--- src/rtl/dsmfd_pkg.sv ---
// ----------------------------------------------------------------------------
// dsmfd_pkg: shared types and constants of the serial frame decoder
// Holds the field widths, register codes, scaling constants and the queue
// entry that carries one finished frame from the front part to the back part.
// ----------------------------------------------------------------------------
package dsmfd_pkg;

  // Field widths.
  localparam int BYTE_W = 8;
  localparam int CH_W   = 11;
  localparam int POS_W  = 5;
  localparam int ID_W   = 4;
  localparam int AUX_W  = 8;
  localparam int CNT_W  = 8;
  localparam int AXIS_W = 16;
  localparam int THR_W  = 15;

  // Byte position handling: the fade count occupies the first two bytes.
  localparam logic [POS_W-1:0] FIRST_PAIR_POS = 5'd2;
  localparam logic [POS_W-1:0] POS_MAX        = 5'd31;

  // Resolution modes.
  localparam logic MODE_11BIT = 1'b0;
  localparam logic MODE_10BIT = 1'b1;

  // Channel counts per mode.
  localparam logic [ID_W:0] CH_COUNT_11 = 5'd12;
  localparam logic [ID_W:0] CH_COUNT_10 = 5'd7;

  // Aux channels start at channel 4; the 10-bit mode only has three of them.
  localparam int AUX_BASE = 4;
  localparam int AUX_N_10 = 3;

  // Configuration port.
  localparam int CFG_ADDR_W = 4;
  localparam int CFG_DATA_W = 32;
  localparam logic [1:0] REG_MODE    = 2'd0;
  localparam logic [1:0] REG_AUX_THR = 2'd1;
  localparam logic [1:0] REG_BIND    = 2'd2;

  // Register reset values.
  localparam logic [CH_W-1:0]  RST_AUX_THR = 11'd1100;
  localparam logic [CNT_W-1:0] RST_BIND    = 8'd120;

  // Stick centers, kept one bit wider than a channel value.
  localparam logic [CH_W:0] CENTER_11 = 12'd1024;
  localparam logic [CH_W:0] CENTER_10 = 12'd512;

  // Offsets beyond this magnitude saturate in every output, so they are clamped.
  localparam logic [CH_W-1:0] MAG_MAX = 11'd1024;

  // Scale factor 150 * 16384 / (D * 147) as a fixed-point reciprocal with
  // RECIP_SHIFT fraction bits, truncated. The truncation error stays far below
  // the distance of any exact quotient from a rounding boundary.
  localparam int RECIP_W     = 36;
  localparam int RECIP_SHIFT = 30;
  localparam logic [RECIP_W-1:0] RECIP_11 = 36'd17547615102;
  localparam logic [RECIP_W-1:0] RECIP_10 = 36'd35129569959;
  localparam int PROD_W = CH_W + RECIP_W;

  // Output limits.
  localparam logic [THR_W-1:0] AXIS_LIMIT = 15'd16735;
  localparam logic [THR_W-1:0] Q14_ONE    = 15'd16384;
  localparam logic [THR_W-1:0] Q14_HALF   = 15'd8192;

  // Lanes of the scaling datapath: throttle first, then roll, pitch, yaw.
  localparam int NUM_LANES = 4;
  localparam int LANE_THR  = 0;
  localparam int LANE_ROLL = 1;
  localparam int LANE_PTCH = 2;
  localparam int LANE_YAW  = 3;

  // Queue between the front and back parts; the depth is a power of two.
  localparam int QUEUE_DEPTH = 2;

  // Configuration registers as seen by the datapath.
  typedef struct packed {
    logic             mode;
    logic [CH_W-1:0]  aux_thr;
    logic [CNT_W-1:0] bind_frames;
  } cfg_t;

  // One finished frame: the raw stick channels plus everything already settled.
  typedef struct packed {
    logic [NUM_LANES-1:0][CH_W-1:0] ch;
    logic [AUX_W-1:0]               aux;
    logic                           bind_mode;
    logic                           rx_ready;
    logic                           mode;
  } frame_t;

endpackage

--- src/rtl/dsmfd_front.sv ---
// ----------------------------------------------------------------------------
// dsmfd_front: byte parser and channel store
// Tracks the byte position, pairs high and low bytes into channel writes,
// runs the bind-safety counter and queues a frame snapshot at a good frame end.
// ----------------------------------------------------------------------------
module dsmfd_front
  import dsmfd_pkg::*;
#(
  parameter int NUM_CHANNELS    = 12,
  parameter int MAX_FRAME_BYTES = 16
) (
  input  logic              clk,
  input  logic              rst_n,
  input  cfg_t              cfg,
  input  logic              in_valid,
  output logic              in_stall,
  input  logic [BYTE_W-1:0] in_frame_byte,
  input  logic              in_frame_last,
  output logic              push,
  output frame_t            push_data,
  input  logic              q_full
);

  localparam logic [POS_W:0] MAX_POS = (POS_W+1)'(MAX_FRAME_BYTES);
  localparam logic [ID_W:0]  NCH     = (ID_W+1)'(NUM_CHANNELS);

  logic [POS_W-1:0]  pos_r, pos_nxt;
  logic [BYTE_W-1:0] hold_r, hold_nxt;
  logic              good_r, good_nxt;
  logic [CNT_W-1:0]  cnt_r, cnt_nxt;
  logic              bind_r, bind_nxt;
  logic              rdy_r, rdy_nxt;
  logic [CH_W-1:0]   store_r [NUM_CHANNELS];
  logic [CH_W-1:0]   store_nxt [NUM_CHANNELS];

  logic              acc;
  logic              in_window;
  logic              take;
  logic [ID_W-1:0]   id;
  logic [CH_W-1:0]   val;
  logic              id_ok;
  logic              frame_end;
  logic [CNT_W-1:0]  cnt_inc;
  logic [AUX_W-1:0]  aux;

  // The front only waits when the queue has no room.
  assign in_stall = q_full;
  assign acc      = in_valid & ~q_full;

  // Channel bytes lie from the third byte up to the frame limit.
  assign in_window = (pos_r >= FIRST_PAIR_POS) && ({1'b0, pos_r} < MAX_POS);

  // Split the held high byte and the current low byte into id and value.
  always_comb begin
    if (cfg.mode == MODE_10BIT) begin
      id    = hold_r[5:2];
      val   = {1'b0, hold_r[1:0], in_frame_byte};
      id_ok = ({1'b0, id} < CH_COUNT_10) && ({1'b0, id} < NCH);
    end else begin
      id    = hold_r[6:3];
      val   = {hold_r[2:0], in_frame_byte};
      id_ok = ({1'b0, id} < CH_COUNT_11) && ({1'b0, id} < NCH);
    end
  end

  assign take = acc & in_window & pos_r[0] & id_ok;

  // Channel store update.
  always_comb begin
    for (int i = 0; i < NUM_CHANNELS; i++) begin
      store_nxt[i] = (take && (id == ID_W'(i))) ? val : store_r[i];
    end
  end

  // High byte capture, byte position and frame status.
  always_comb begin
    hold_nxt = hold_r;
    pos_nxt  = pos_r;
    good_nxt = good_r | take;
    if (acc && in_window && !pos_r[0]) begin
      hold_nxt = in_frame_byte;
    end
    if (acc) begin
      if (in_frame_last) begin
        pos_nxt  = '0;
        good_nxt = 1'b0;
      end else if (pos_r != POS_MAX) begin
        pos_nxt = pos_r + 5'd1;
      end
    end
  end

  assign frame_end = acc & in_frame_last & (good_r | take);

  // Bind-safety counter, stepped once per good frame.
  assign cnt_inc = (cnt_r != {CNT_W{1'b1}}) ? cnt_r + 8'd1 : cnt_r;

  always_comb begin
    cnt_nxt  = cnt_r;
    bind_nxt = bind_r;
    rdy_nxt  = rdy_r;
    if (frame_end) begin
      cnt_nxt = cnt_inc;
      if (cnt_inc < cfg.bind_frames) begin
        bind_nxt = 1'b1;
      end
      if (cnt_inc > cfg.bind_frames) begin
        rdy_nxt  = 1'b1;
        bind_nxt = 1'b0;
        cnt_nxt  = cfg.bind_frames + 8'd1;
      end
    end
  end

  // Aux switches against the threshold; channels past the store read as zero.
  for (genvar g = 0; g < AUX_W; g++) begin : g_aux
    if (AUX_BASE + g < NUM_CHANNELS) begin : g_on
      assign aux[g] = (store_nxt[AUX_BASE+g] > cfg.aux_thr) &&
                      ((cfg.mode == MODE_11BIT) || (g < AUX_N_10));
    end else begin : g_off
      assign aux[g] = 1'b0;
    end
  end

  // Snapshot of the frame, taken with this item's channel write included.
  always_comb begin
    for (int l = 0; l < NUM_LANES; l++) begin
      push_data.ch[l] = store_nxt[l];
    end
    push_data.aux       = aux;
    push_data.bind_mode = bind_nxt;
    push_data.rx_ready  = rdy_nxt;
    push_data.mode      = cfg.mode;
  end

  assign push = frame_end;

  // State registers.
  always_ff @(posedge clk) begin
    if (!rst_n) begin
      pos_r  <= '0;
      hold_r <= '0;
      good_r <= 1'b0;
      cnt_r  <= '0;
      bind_r <= 1'b0;
      rdy_r  <= 1'b0;
      for (int i = 0; i < NUM_CHANNELS; i++) begin
        store_r[i] <= '0;
      end
    end else begin
      pos_r  <= pos_nxt;
      hold_r <= hold_nxt;
      good_r <= good_nxt;
      cnt_r  <= cnt_nxt;
      bind_r <= bind_nxt;
      rdy_r  <= rdy_nxt;
      for (int i = 0; i < NUM_CHANNELS; i++) begin
        store_r[i] <= store_nxt[i];
      end
    end
  end

`ifndef SYNTHESIS
  // The last byte of a frame always brings the position back to the start.
  a_pos_restart: assert property (@(posedge clk) disable iff (!rst_n)
    acc && in_frame_last |=> pos_r == '0)
    else $error("byte position not cleared after frame end");
`endif

endmodule

--- src/rtl/dsmfd_fifo.sv ---
// ----------------------------------------------------------------------------
// dsmfd_fifo: frame queue between the parser and the scaling pipeline
// A small first-in first-out buffer of finished frames with full and empty.
// ----------------------------------------------------------------------------
module dsmfd_fifo
  import dsmfd_pkg::*;
(
  input  logic   clk,
  input  logic   rst_n,
  input  logic   push,
  input  frame_t push_data,
  input  logic   pop,
  output frame_t pop_data,
  output logic   empty,
  output logic   full
);

  localparam int PTR_W = (QUEUE_DEPTH > 1) ? $clog2(QUEUE_DEPTH) : 1;
  localparam int CNT_W = $clog2(QUEUE_DEPTH + 1);
  localparam logic [CNT_W-1:0] DEPTH_C = CNT_W'(QUEUE_DEPTH);

  frame_t            slot_r [QUEUE_DEPTH];
  logic [PTR_W-1:0]  wr_ptr_r, wr_ptr_nxt;
  logic [PTR_W-1:0]  rd_ptr_r, rd_ptr_nxt;
  logic [CNT_W-1:0]  count_r, count_nxt;

  assign empty    = (count_r == '0);
  assign full     = (count_r == DEPTH_C);
  assign pop_data = slot_r[rd_ptr_r];

  // Pointer and fill count update.
  always_comb begin
    wr_ptr_nxt = push ? wr_ptr_r + PTR_W'(1) : wr_ptr_r;
    rd_ptr_nxt = pop  ? rd_ptr_r + PTR_W'(1) : rd_ptr_r;
    count_nxt  = count_r;
    if (push && !pop) begin
      count_nxt = count_r + CNT_W'(1);
    end else if (pop && !push) begin
      count_nxt = count_r - CNT_W'(1);
    end
  end

  // Control registers.
  always_ff @(posedge clk) begin
    if (!rst_n) begin
      wr_ptr_r <= '0;
      rd_ptr_r <= '0;
      count_r  <= '0;
    end else begin
      wr_ptr_r <= wr_ptr_nxt;
      rd_ptr_r <= rd_ptr_nxt;
      count_r  <= count_nxt;
    end
  end

  // Entry storage.
  always_ff @(posedge clk) begin
    if (push) begin
      slot_r[wr_ptr_r] <= push_data;
    end
  end

`ifndef SYNTHESIS
  // The parser must never push into a full queue.
  a_no_overflow: assert property (@(posedge clk) disable iff (!rst_n)
    push |-> !full)
    else $error("frame queue overflow");

  // The pipeline must never pop an empty queue.
  a_no_underflow: assert property (@(posedge clk) disable iff (!rst_n)
    pop |-> !empty)
    else $error("frame queue underflow");
`endif

endmodule

--- src/rtl/dsmfd_back.sv ---
// ----------------------------------------------------------------------------
// dsmfd_back: scaling pipeline for stick commands
// Centers and clamps each stick channel, multiplies by the fixed-point scale,
// then rounds and saturates into the Q2.14 axes and the Q1.14 throttle.
// ----------------------------------------------------------------------------
module dsmfd_back
  import dsmfd_pkg::*;
(
  input  logic                     clk,
  input  logic                     rst_n,
  input  frame_t                   head,
  input  logic                     q_empty,
  output logic                     pop,
  output logic                     out_valid,
  input  logic                     out_stall,
  output logic signed [AXIS_W-1:0] out_roll_cmd,
  output logic signed [AXIS_W-1:0] out_pitch_cmd,
  output logic signed [AXIS_W-1:0] out_yaw_cmd,
  output logic [THR_W-1:0]         out_throttle_cmd,
  output logic [AUX_W-1:0]         out_aux_bits,
  output logic                     out_bind_mode,
  output logic                     out_rx_ready
);

  localparam int DIFF_W = CH_W + 2;
  localparam logic [PROD_W-1:0] AX_HALF  = PROD_W'(1) << (RECIP_SHIFT - 1);
  localparam logic [PROD_W-1:0] THR_HALF = PROD_W'(1) << RECIP_SHIFT;
  localparam int AXQ_W = PROD_W - RECIP_SHIFT;
  localparam int THQ_W = PROD_W - RECIP_SHIFT - 1;

  // Stage 1: magnitude of the offset from center.
  logic                           s1_v_r;
  logic [NUM_LANES-1:0][CH_W-1:0] s1_mag_r, s1_mag_nxt;
  logic [NUM_LANES-1:0]           s1_neg_r, s1_neg_nxt;
  logic [AUX_W-1:0]               s1_aux_r;
  logic                           s1_bind_r, s1_rdy_r, s1_mode_r;

  // Stage 2: scaled products.
  logic                             s2_v_r;
  logic [NUM_LANES-1:0][PROD_W-1:0] s2_prod_r, s2_prod_nxt;
  logic [NUM_LANES-1:0]             s2_neg_r;
  logic [AUX_W-1:0]                 s2_aux_r;
  logic                             s2_bind_r, s2_rdy_r;

  // Output stage.
  logic                     out_v_r;
  logic signed [AXIS_W-1:0] roll_r, pitch_r, yaw_r;
  logic [THR_W-1:0]         thr_r;
  logic [AUX_W-1:0]         aux_r;
  logic                     bind_r, rdy_r;
  logic [NUM_LANES-1:0][AXIS_W-1:0] axis_nxt;
  logic [THR_W-1:0]         thr_nxt;

  logic rdy1, rdy2, rdy3;
  logic [CH_W:0] center;
  logic [RECIP_W-1:0] recip;

  // Each stage moves on when the one after it is empty or moving.
  assign rdy3 = ~out_v_r | ~out_stall;
  assign rdy2 = ~s2_v_r | rdy3;
  assign rdy1 = ~s1_v_r | rdy2;
  assign pop  = ~q_empty & rdy1;

  // Stage 1 logic: offset from center, sign and clamped magnitude.
  assign center = (head.mode == MODE_10BIT) ? CENTER_10 : CENTER_11;

  always_comb begin
    logic [DIFF_W-1:0] diff;
    logic [DIFF_W-1:0] mag;
    for (int l = 0; l < NUM_LANES; l++) begin
      diff          = {2'b00, head.ch[l]} - {1'b0, center};
      s1_neg_nxt[l] = diff[DIFF_W-1];
      mag           = diff[DIFF_W-1] ? (~diff + DIFF_W'(1)) : diff;
      s1_mag_nxt[l] = (mag > DIFF_W'(MAG_MAX)) ? MAG_MAX : mag[CH_W-1:0];
    end
  end

  // Stage 2 logic: one multiply per lane by the mode's reciprocal.
  assign recip = (s1_mode_r == MODE_10BIT) ? RECIP_10 : RECIP_11;

  always_comb begin
    for (int l = 0; l < NUM_LANES; l++) begin
      s2_prod_nxt[l] = {{RECIP_W{1'b0}}, s1_mag_r[l]} * {{CH_W{1'b0}}, recip};
    end
  end

  // Output logic: round, saturate and restore the sign of each axis.
  always_comb begin
    logic [PROD_W-1:0] sum;
    logic [AXQ_W-1:0]  q;
    logic [THR_W-1:0]  sat;
    axis_nxt = '0;
    for (int l = LANE_ROLL; l <= LANE_YAW; l++) begin
      sum = s2_prod_r[l] + AX_HALF;
      q   = sum[PROD_W-1:RECIP_SHIFT];
      sat = (q > AXQ_W'(AXIS_LIMIT)) ? AXIS_LIMIT : q[THR_W-1:0];
      axis_nxt[l] = s2_neg_r[l] ? (AXIS_W'(0) - {1'b0, sat}) : {1'b0, sat};
    end
  end

  // Throttle is half the axis scale around one half, clamped to 0..1.
  always_comb begin
    logic [PROD_W-1:0] sum;
    logic [THQ_W-1:0]  t;
    logic [THQ_W:0]    up;
    sum = s2_prod_r[LANE_THR] + THR_HALF;
    t   = sum[PROD_W-1:RECIP_SHIFT+1];
    up  = {1'b0, t} + (THQ_W+1)'(Q14_HALF);
    if (s2_neg_r[LANE_THR]) begin
      thr_nxt = (t >= THQ_W'(Q14_HALF)) ? '0 : Q14_HALF - t[THR_W-1:0];
    end else begin
      thr_nxt = (up > (THQ_W+1)'(Q14_ONE)) ? Q14_ONE : up[THR_W-1:0];
    end
  end

  // Valid bits of the pipeline.
  always_ff @(posedge clk) begin
    if (!rst_n) begin
      s1_v_r  <= 1'b0;
      s2_v_r  <= 1'b0;
      out_v_r <= 1'b0;
    end else begin
      if (rdy1) begin
        s1_v_r <= pop;
      end
      if (rdy2) begin
        s2_v_r <= s1_v_r;
      end
      if (rdy3) begin
        out_v_r <= s2_v_r;
      end
    end
  end

  // Payload registers.
  always_ff @(posedge clk) begin
    if (pop) begin
      s1_mag_r  <= s1_mag_nxt;
      s1_neg_r  <= s1_neg_nxt;
      s1_aux_r  <= head.aux;
      s1_bind_r <= head.bind_mode;
      s1_rdy_r  <= head.rx_ready;
      s1_mode_r <= head.mode;
    end
    if (rdy2 && s1_v_r) begin
      s2_prod_r <= s2_prod_nxt;
      s2_neg_r  <= s1_neg_r;
      s2_aux_r  <= s1_aux_r;
      s2_bind_r <= s1_bind_r;
      s2_rdy_r  <= s1_rdy_r;
    end
    if (rdy3 && s2_v_r) begin
      roll_r  <= axis_nxt[LANE_ROLL];
      pitch_r <= axis_nxt[LANE_PTCH];
      yaw_r   <= axis_nxt[LANE_YAW];
      thr_r   <= thr_nxt;
      aux_r   <= s2_aux_r;
      bind_r  <= s2_bind_r;
      rdy_r   <= s2_rdy_r;
    end
  end

  assign out_valid        = out_v_r;
  assign out_roll_cmd     = roll_r;
  assign out_pitch_cmd    = pitch_r;
  assign out_yaw_cmd      = yaw_r;
  assign out_throttle_cmd = thr_r;
  assign out_aux_bits     = aux_r;
  assign out_bind_mode    = bind_r;
  assign out_rx_ready     = rdy_r;

`ifndef SYNTHESIS
  // Throttle never leaves the unit range.
  a_thr_range: assert property (@(posedge clk) disable iff (!rst_n)
    out_valid |-> out_throttle_cmd <= Q14_ONE)
    else $error("throttle command out of range");

  // Roll stays within the axis saturation limit.
  a_roll_range: assert property (@(posedge clk) disable iff (!rst_n)
    out_valid |-> (out_roll_cmd <= $signed({1'b0, AXIS_LIMIT})) &&
                  (out_roll_cmd >= -$signed({1'b0, AXIS_LIMIT})))
    else $error("roll command out of range");
`endif

endmodule

--- src/rtl/dsm_serial_frame_decoder_top.sv ---
// ----------------------------------------------------------------------------
// dsm_serial_frame_decoder_top: serial receiver frame decoder
// Decodes radio receiver frames byte by byte into stick commands and flags.
// ----------------------------------------------------------------------------
// Usage:
//   The in_ channel takes one raw frame byte per item, with in_frame_last on
//   the final byte of a frame. One item is accepted in every cycle while the
//   frame queue has room; the parser updates the channel store at once.
//   When the last byte closes a frame that wrote at least one channel, one
//   result item appears on the out_ channel; frames without a channel write
//   give no result. After the edge that accepted the last byte, the frame
//   passes the queue, the centering and clamping stage, the scaling multiply
//   and the rounding output register before its result becomes valid.
//   A good frame needs at least four bytes, so results come at most one per
//   four items and the pipeline keeps pace. While out_stall holds a result,
//   the pipeline and the two-entry frame queue fill up; in_stall rises only
//   when the queue is full, and bytes of an unfinished frame keep flowing
//   until then.
//   Reset clears the channel store, parser, bind counter, queue and pipeline
//   and loads the register defaults. The user must write the registers through
//   the APB port only while the block is idle; the block does not enforce it.
// ----------------------------------------------------------------------------
module dsm_serial_frame_decoder_top
  import dsmfd_pkg::*;
#(
  parameter int NUM_CHANNELS    = 12,
  parameter int MAX_FRAME_BYTES = 16
) (
  input  logic                     clk,
  input  logic                     rst_n,
  // Configuration port.
  input  logic                     psel,
  input  logic                     penable,
  input  logic                     pwrite,
  input  logic [CFG_ADDR_W-1:0]    paddr,
  input  logic [CFG_DATA_W-1:0]    pwdata,
  output logic [CFG_DATA_W-1:0]    prdata,
  output logic                     pready,
  // Frame bytes.
  input  logic                     in_valid,
  output logic                     in_stall,
  input  logic [BYTE_W-1:0]        in_frame_byte,
  input  logic                     in_frame_last,
  // Results.
  output logic                     out_valid,
  input  logic                     out_stall,
  output logic signed [AXIS_W-1:0] out_roll_cmd,
  output logic signed [AXIS_W-1:0] out_pitch_cmd,
  output logic signed [AXIS_W-1:0] out_yaw_cmd,
  output logic [THR_W-1:0]         out_throttle_cmd,
  output logic [AUX_W-1:0]         out_aux_bits,
  output logic                     out_bind_mode,
  output logic                     out_rx_ready
);

  cfg_t   cfg_r, cfg_nxt;
  logic   cfg_wr;
  logic   push;
  logic   pop;
  logic   q_full;
  logic   q_empty;
  frame_t push_data;
  frame_t head;

  // Register writes complete in the access phase; the port never waits.
  assign pready = 1'b1;
  assign cfg_wr = psel & penable & pwrite & pready;

  always_comb begin
    cfg_nxt = cfg_r;
    if (cfg_wr) begin
      case (paddr[3:2])
        REG_MODE:    cfg_nxt.mode        = pwdata[0];
        REG_AUX_THR: cfg_nxt.aux_thr     = pwdata[CH_W-1:0];
        REG_BIND:    cfg_nxt.bind_frames = pwdata[CNT_W-1:0];
        default: begin
        end
      endcase
    end
  end

  always_ff @(posedge clk) begin
    if (!rst_n) begin
      cfg_r.mode        <= MODE_11BIT;
      cfg_r.aux_thr     <= RST_AUX_THR;
      cfg_r.bind_frames <= RST_BIND;
    end else begin
      cfg_r <= cfg_nxt;
    end
  end

  // Register read back.
  always_comb begin
    case (paddr[3:2])
      REG_MODE:    prdata = CFG_DATA_W'(cfg_r.mode);
      REG_AUX_THR: prdata = CFG_DATA_W'(cfg_r.aux_thr);
      REG_BIND:    prdata = CFG_DATA_W'(cfg_r.bind_frames);
      default:     prdata = '0;
    endcase
  end

  // Byte parser and channel store.
  dsmfd_front #(
    .NUM_CHANNELS    (NUM_CHANNELS),
    .MAX_FRAME_BYTES (MAX_FRAME_BYTES)
  ) u_front (
    .clk           (clk),
    .rst_n         (rst_n),
    .cfg           (cfg_r),
    .in_valid      (in_valid),
    .in_stall      (in_stall),
    .in_frame_byte (in_frame_byte),
    .in_frame_last (in_frame_last),
    .push          (push),
    .push_data     (push_data),
    .q_full        (q_full)
  );

  // Frame queue.
  dsmfd_fifo u_fifo (
    .clk       (clk),
    .rst_n     (rst_n),
    .push      (push),
    .push_data (push_data),
    .pop       (pop),
    .pop_data  (head),
    .empty     (q_empty),
    .full      (q_full)
  );

  // Scaling pipeline.
  dsmfd_back u_back (
    .clk              (clk),
    .rst_n            (rst_n),
    .head             (head),
    .q_empty          (q_empty),
    .pop              (pop),
    .out_valid        (out_valid),
    .out_stall        (out_stall),
    .out_roll_cmd     (out_roll_cmd),
    .out_pitch_cmd    (out_pitch_cmd),
    .out_yaw_cmd      (out_yaw_cmd),
    .out_throttle_cmd (out_throttle_cmd),
    .out_aux_bits     (out_aux_bits),
    .out_bind_mode    (out_bind_mode),
    .out_rx_ready     (out_rx_ready)
  );

endmodule
--- config.mk ---
export PLATFORM = sky130hd
export DESIGN_NAME = dsm_serial_frame_decoder_top
export DESIGN_NICKNAME = d
export VERILOG_FILES = /design/src/rtl/dsmfd_pkg.sv /design/src/rtl/dsmfd_front.sv /design/src/rtl/dsmfd_fifo.sv /design/src/rtl/dsmfd_back.sv /design/src/rtl/dsm_serial_frame_decoder_top.sv
export SDC_FILE = /design/constraint.sdc
export NUM_CORES = 2
export LEC_CHECK = 0
export BUFFER_PORTS_ARGS = -buffer_cell sky130_fd_sc_hd__buf_2
export CORE_UTILIZATION = 45
export CTS_CLUSTER_DIAMETER = 60
export DETAILED_ROUTE_END_ITERATION = 10
export PLACE_DENSITY = 0.66
export SLEW_MARGIN = 20
export SYNTH_ARGS = -nofsm -noshare
export SYNTH_HDL_FRONTEND = slang
export SYNTH_SLANG_ARGS = --single-unit
--- constraint.sdc ---
create_clock -name clk -period 11.27 [get_ports clk]
set_input_delay 1.127 -clock clk [delete_from_list [all_inputs] [get_ports clk]]
set_output_delay 1.127 -clock clk [all_outputs]
set_load 0.05 [all_outputs]
==> impl_results.md <==
* CP Buf/Inv Count at 5
* WHS at 418 ps
* TNS Setup at 0 ps
* Type of the worst setup path: reg -> reg
* Vias in the first global route at 37600
* Vias per cell at 5.14
* Cells along the critical path: buf_4 -> nand2b_1 -> inv_1 -> nor2_1 -> inv_1 -> ha_1 -> fa_1 -> fa_1 -> fa_1 -> inv_1 -> fa_1 -> inv_1 -> ha_1 -> a21oi_1 -> nand2b_1 -> a211oi_1 -> nor3_1 -> nor3_1 -> a21oi_1 -> a21oi_1 -> a2bb2oi_1 -> a21oi_1 -> xnor2_1
* Number of max-cap violations at 0
* Antenna viol nets, final at 0
* Synth Cell Area at 55800 um2
* Setup violators final at 0
* Worst hold-check path type: reg -> reg
* Fin. max-slew vios at 0
* IO Pins at 160
* Slew HR at 22.5%
* Crit path required time at 11640 ps
* CP Data Arrival Time at 8280 ps
* Count of unique library cells instantiated by Yosys at 85
* Clock tree buffer depth at 3
* GRT overflow at 0
* Setup Buffers After CTS at 0
* Final WL at 124000 um
* Final min period at 7910 ps
* Status: complete, no violations
* Port-buffer cells at 114
* Layout cells sized above 1 at 7.55%
* Die ar. at 125000 um2
* Max FO, Critical Path at 54
* Placed wire-length estimate at 99700 um
* Pre-antenna DRT Iters at 5
* Clock Skews at 49.1 ps
* Fillcell total at 11300
* Unrepaired setup endpoints after global routing: no
* GRT Overall Usage at 20.3%
* Placement Rows at 128
* Post-synth top area cell: fa_1
* Initial core utilization at 45.6%
* CTS buffer count at 57
* Iter 0 DRT Violations at 2152
* Yosys warning count at 0
* Area grow syn2layout at 7.64%
* Die X at 354 um
* Post-cts repair resize count at 0
* Worst-skew pair later-pin latency at 660 ps
* Least-Margin Pin Slew at 1160 ps
* TritonCTS clock tree: done
* Fin crit share at 70.2%
* WL/cell at 17.4 um
* Family with the most delay on the worst path: adder cells
* Final Hold Viols at 0
* Clock Sinks at 510
* Kind of end point of the critical path: register
* Largest net degree at the start of global routing at 184
* EDFF count, synth at 327
* Slowest CP cell: a211oi_1
* Synth top area cells: fa_1, edfxtp_1, ha_1
* Core box area at 122000 um2
* Post-synthesis sequential area ratio at 24.1%
* Setup crit start kind: register
* #FFs+latches synth at 510
* Initial antenna violation count at 2
* CP peak stage delay at 640 ps
* Clock root buffer master: clkbuf_16
* Die Y-Extent at 354 um
* Final nets at 6922
* Global-route wire length before repair at 203000 um
* Yosys top cell area share at 26.9%
* Gp weighted congestion at 0.955
* Mapped Cells at 5363
* H-tree levels at 2
* CTS Hold Bufs at 0
* Mean Syn Cell Area at 10.4 um2
* Ys flop type: edfxtp_1
* Via Count at 36700
* Reg clk slew, reported paths at 60 ps
* Asr flop ratio synth at 0%
* Fmax at 0.126 GHz
* Ranking of synthesized cells by instance count: inv_1, fa_1, ha_1, edfxtp_1, nand2_1
* Top-count cell post-synth: inv_1
* Drt drc at 0
-- cells by family (layout without fill, tap and decap cells) --
kind of cell,Yosys count,in the layout,share of synthesized area [%]
DFF,510,510,24.1
other,2,61,0.0135
xor gates and xnor gates,197,197,3.09
and+or+nand+nor,1119,1119,10.3
AOI/OAI and AO/OA,676,676,7.88
adders and majority gates,1422,1422,41.9
buffers and inverters,1215,1293,8.36
muxes,222,222,4.30
-- cells in the final DEF (no fill, tap or decap), types with 16 or more instances in the layout --
master / n
and2_1: 176
o21ai_0: 148
mux2_2: 143
or3_1: 18
a21oi_1: 166
buf_4: 22
ha_1: 673
conb_1: 58
mux2i_1: 79
a21boi_0: 17
and3_1: 30
o21a_1: 49
edfxtp_1: 327
o21bai_1: 20
nand2_1: 253
nand2b_1: 69
clkbuf_16: 59
inv_1: 1047
a31oi_1: 21
nor2_1: 225
fa_1: 749
a21o_1: 102
nand4_1: 44
dfxtp_1: 182
nand3_1: 94
xnor2_1: 119
xor2_1: 78
buf_2: 113
o211ai_1: 19
nor2b_1: 67
nor3_1: 67
or2_2: 16
-- through the flow --
step,instance area [um2],utilization [%],cells,setup slack [ps]
global route,60100,49.1,7122,2830
finish,60100,49.1,7125,3360
floorplan,56000,-,5419,4210
detailed placement,58100,47.5,7013,3490
CTS,60100,49.1,7121,3410
global placement,58100,47.5,7013,3560
-- worst register-to-register path, cell delays in order (launching register included) --
cell and delay (ps):
edfxtp_1 550, buf_4 540, nand2b_1 290, inv_1 180, nor2_1 350, inv_1 160, ha_1 370, fa_1 460
fa_1 490, fa_1 490, inv_1 60, fa_1 530, inv_1 60, ha_1 310, a21oi_1 290, nand2b_1 100
a211oi_1 640, nor3_1 120, nor3_1 580, a21oi_1 270, a21oi_1 280, a2bb2oi_1 250, a21oi_1 120, xnor2_1 130
-- area by class of cell --
class	instances	area [um2]	area share (%)
clock inverters	35	397	0.660
inverters	1048	3940	6.55
flip-flops and latches	510	13500	22.4
clock buffers	73	1550	2.58
diodes	3	7.51	0.0125
well taps	1625	2030	3.38
multi-input cells	3694	37900	63.1
repair buffers	137	764	1.27
-- registers in the layout, indices dropped and copies added, names as in the netlist, 7 cells and up, named ones only --
signal / flops
u_front.store_r: 132
u_back.s2_aux_r: 8
u_back.out_aux_bits: 8
cfg_r: 20
u_back.out_pitch_cmd: 16
u_back.s1_aux_r: 8
u_back.s2_prod_r: 71
u_front.hold_r: 7
u_back.out_roll_cmd: 16
u_fifo.slot_r: 110
u_back.out_throttle_cmd: 15
u_front.cnt_r: 8
u_back.out_yaw_cmd: 16
u_back.s1_mag_r: 44
-- layer usage --
layer,vias to the layer above,wire length (um),GRT usage [%]
met1,18100,59300,29.4
met3,117,6650,3.25
li1,17700,-,-
met2,748,56500,32.5
met4,0,1600,3.11
met5,-,0,0
-- worst paths after layout --
| path | from | end | slack (ps) | depth (start not counted) |
|---|---|---|---|---|
| setup / recovery | u_back.s1_mode_r$_DFFE_PP_ | u_back.s2_prod_r[187]$_DFFE_PP_ | 3360 | 23 |
| hold / removal | u_back.s1_bind_r$_DFFE_PP_ | u_back.s2_bind_r$_DFFE_PP_ | 420 | 0 |
| setup reg to reg | u_back.s1_mode_r$_DFFE_PP_ | u_back.s2_prod_r[187]$_DFFE_PP_ | 3360 | 23 |
| hold reg to reg | u_back.s1_bind_r$_DFFE_PP_ | u_back.s2_bind_r$_DFFE_PP_ | 420 | 0 |
Power is not shown: default switching activity piles up to over one toggle a cycle in this logic, so the estimate is an artifact.
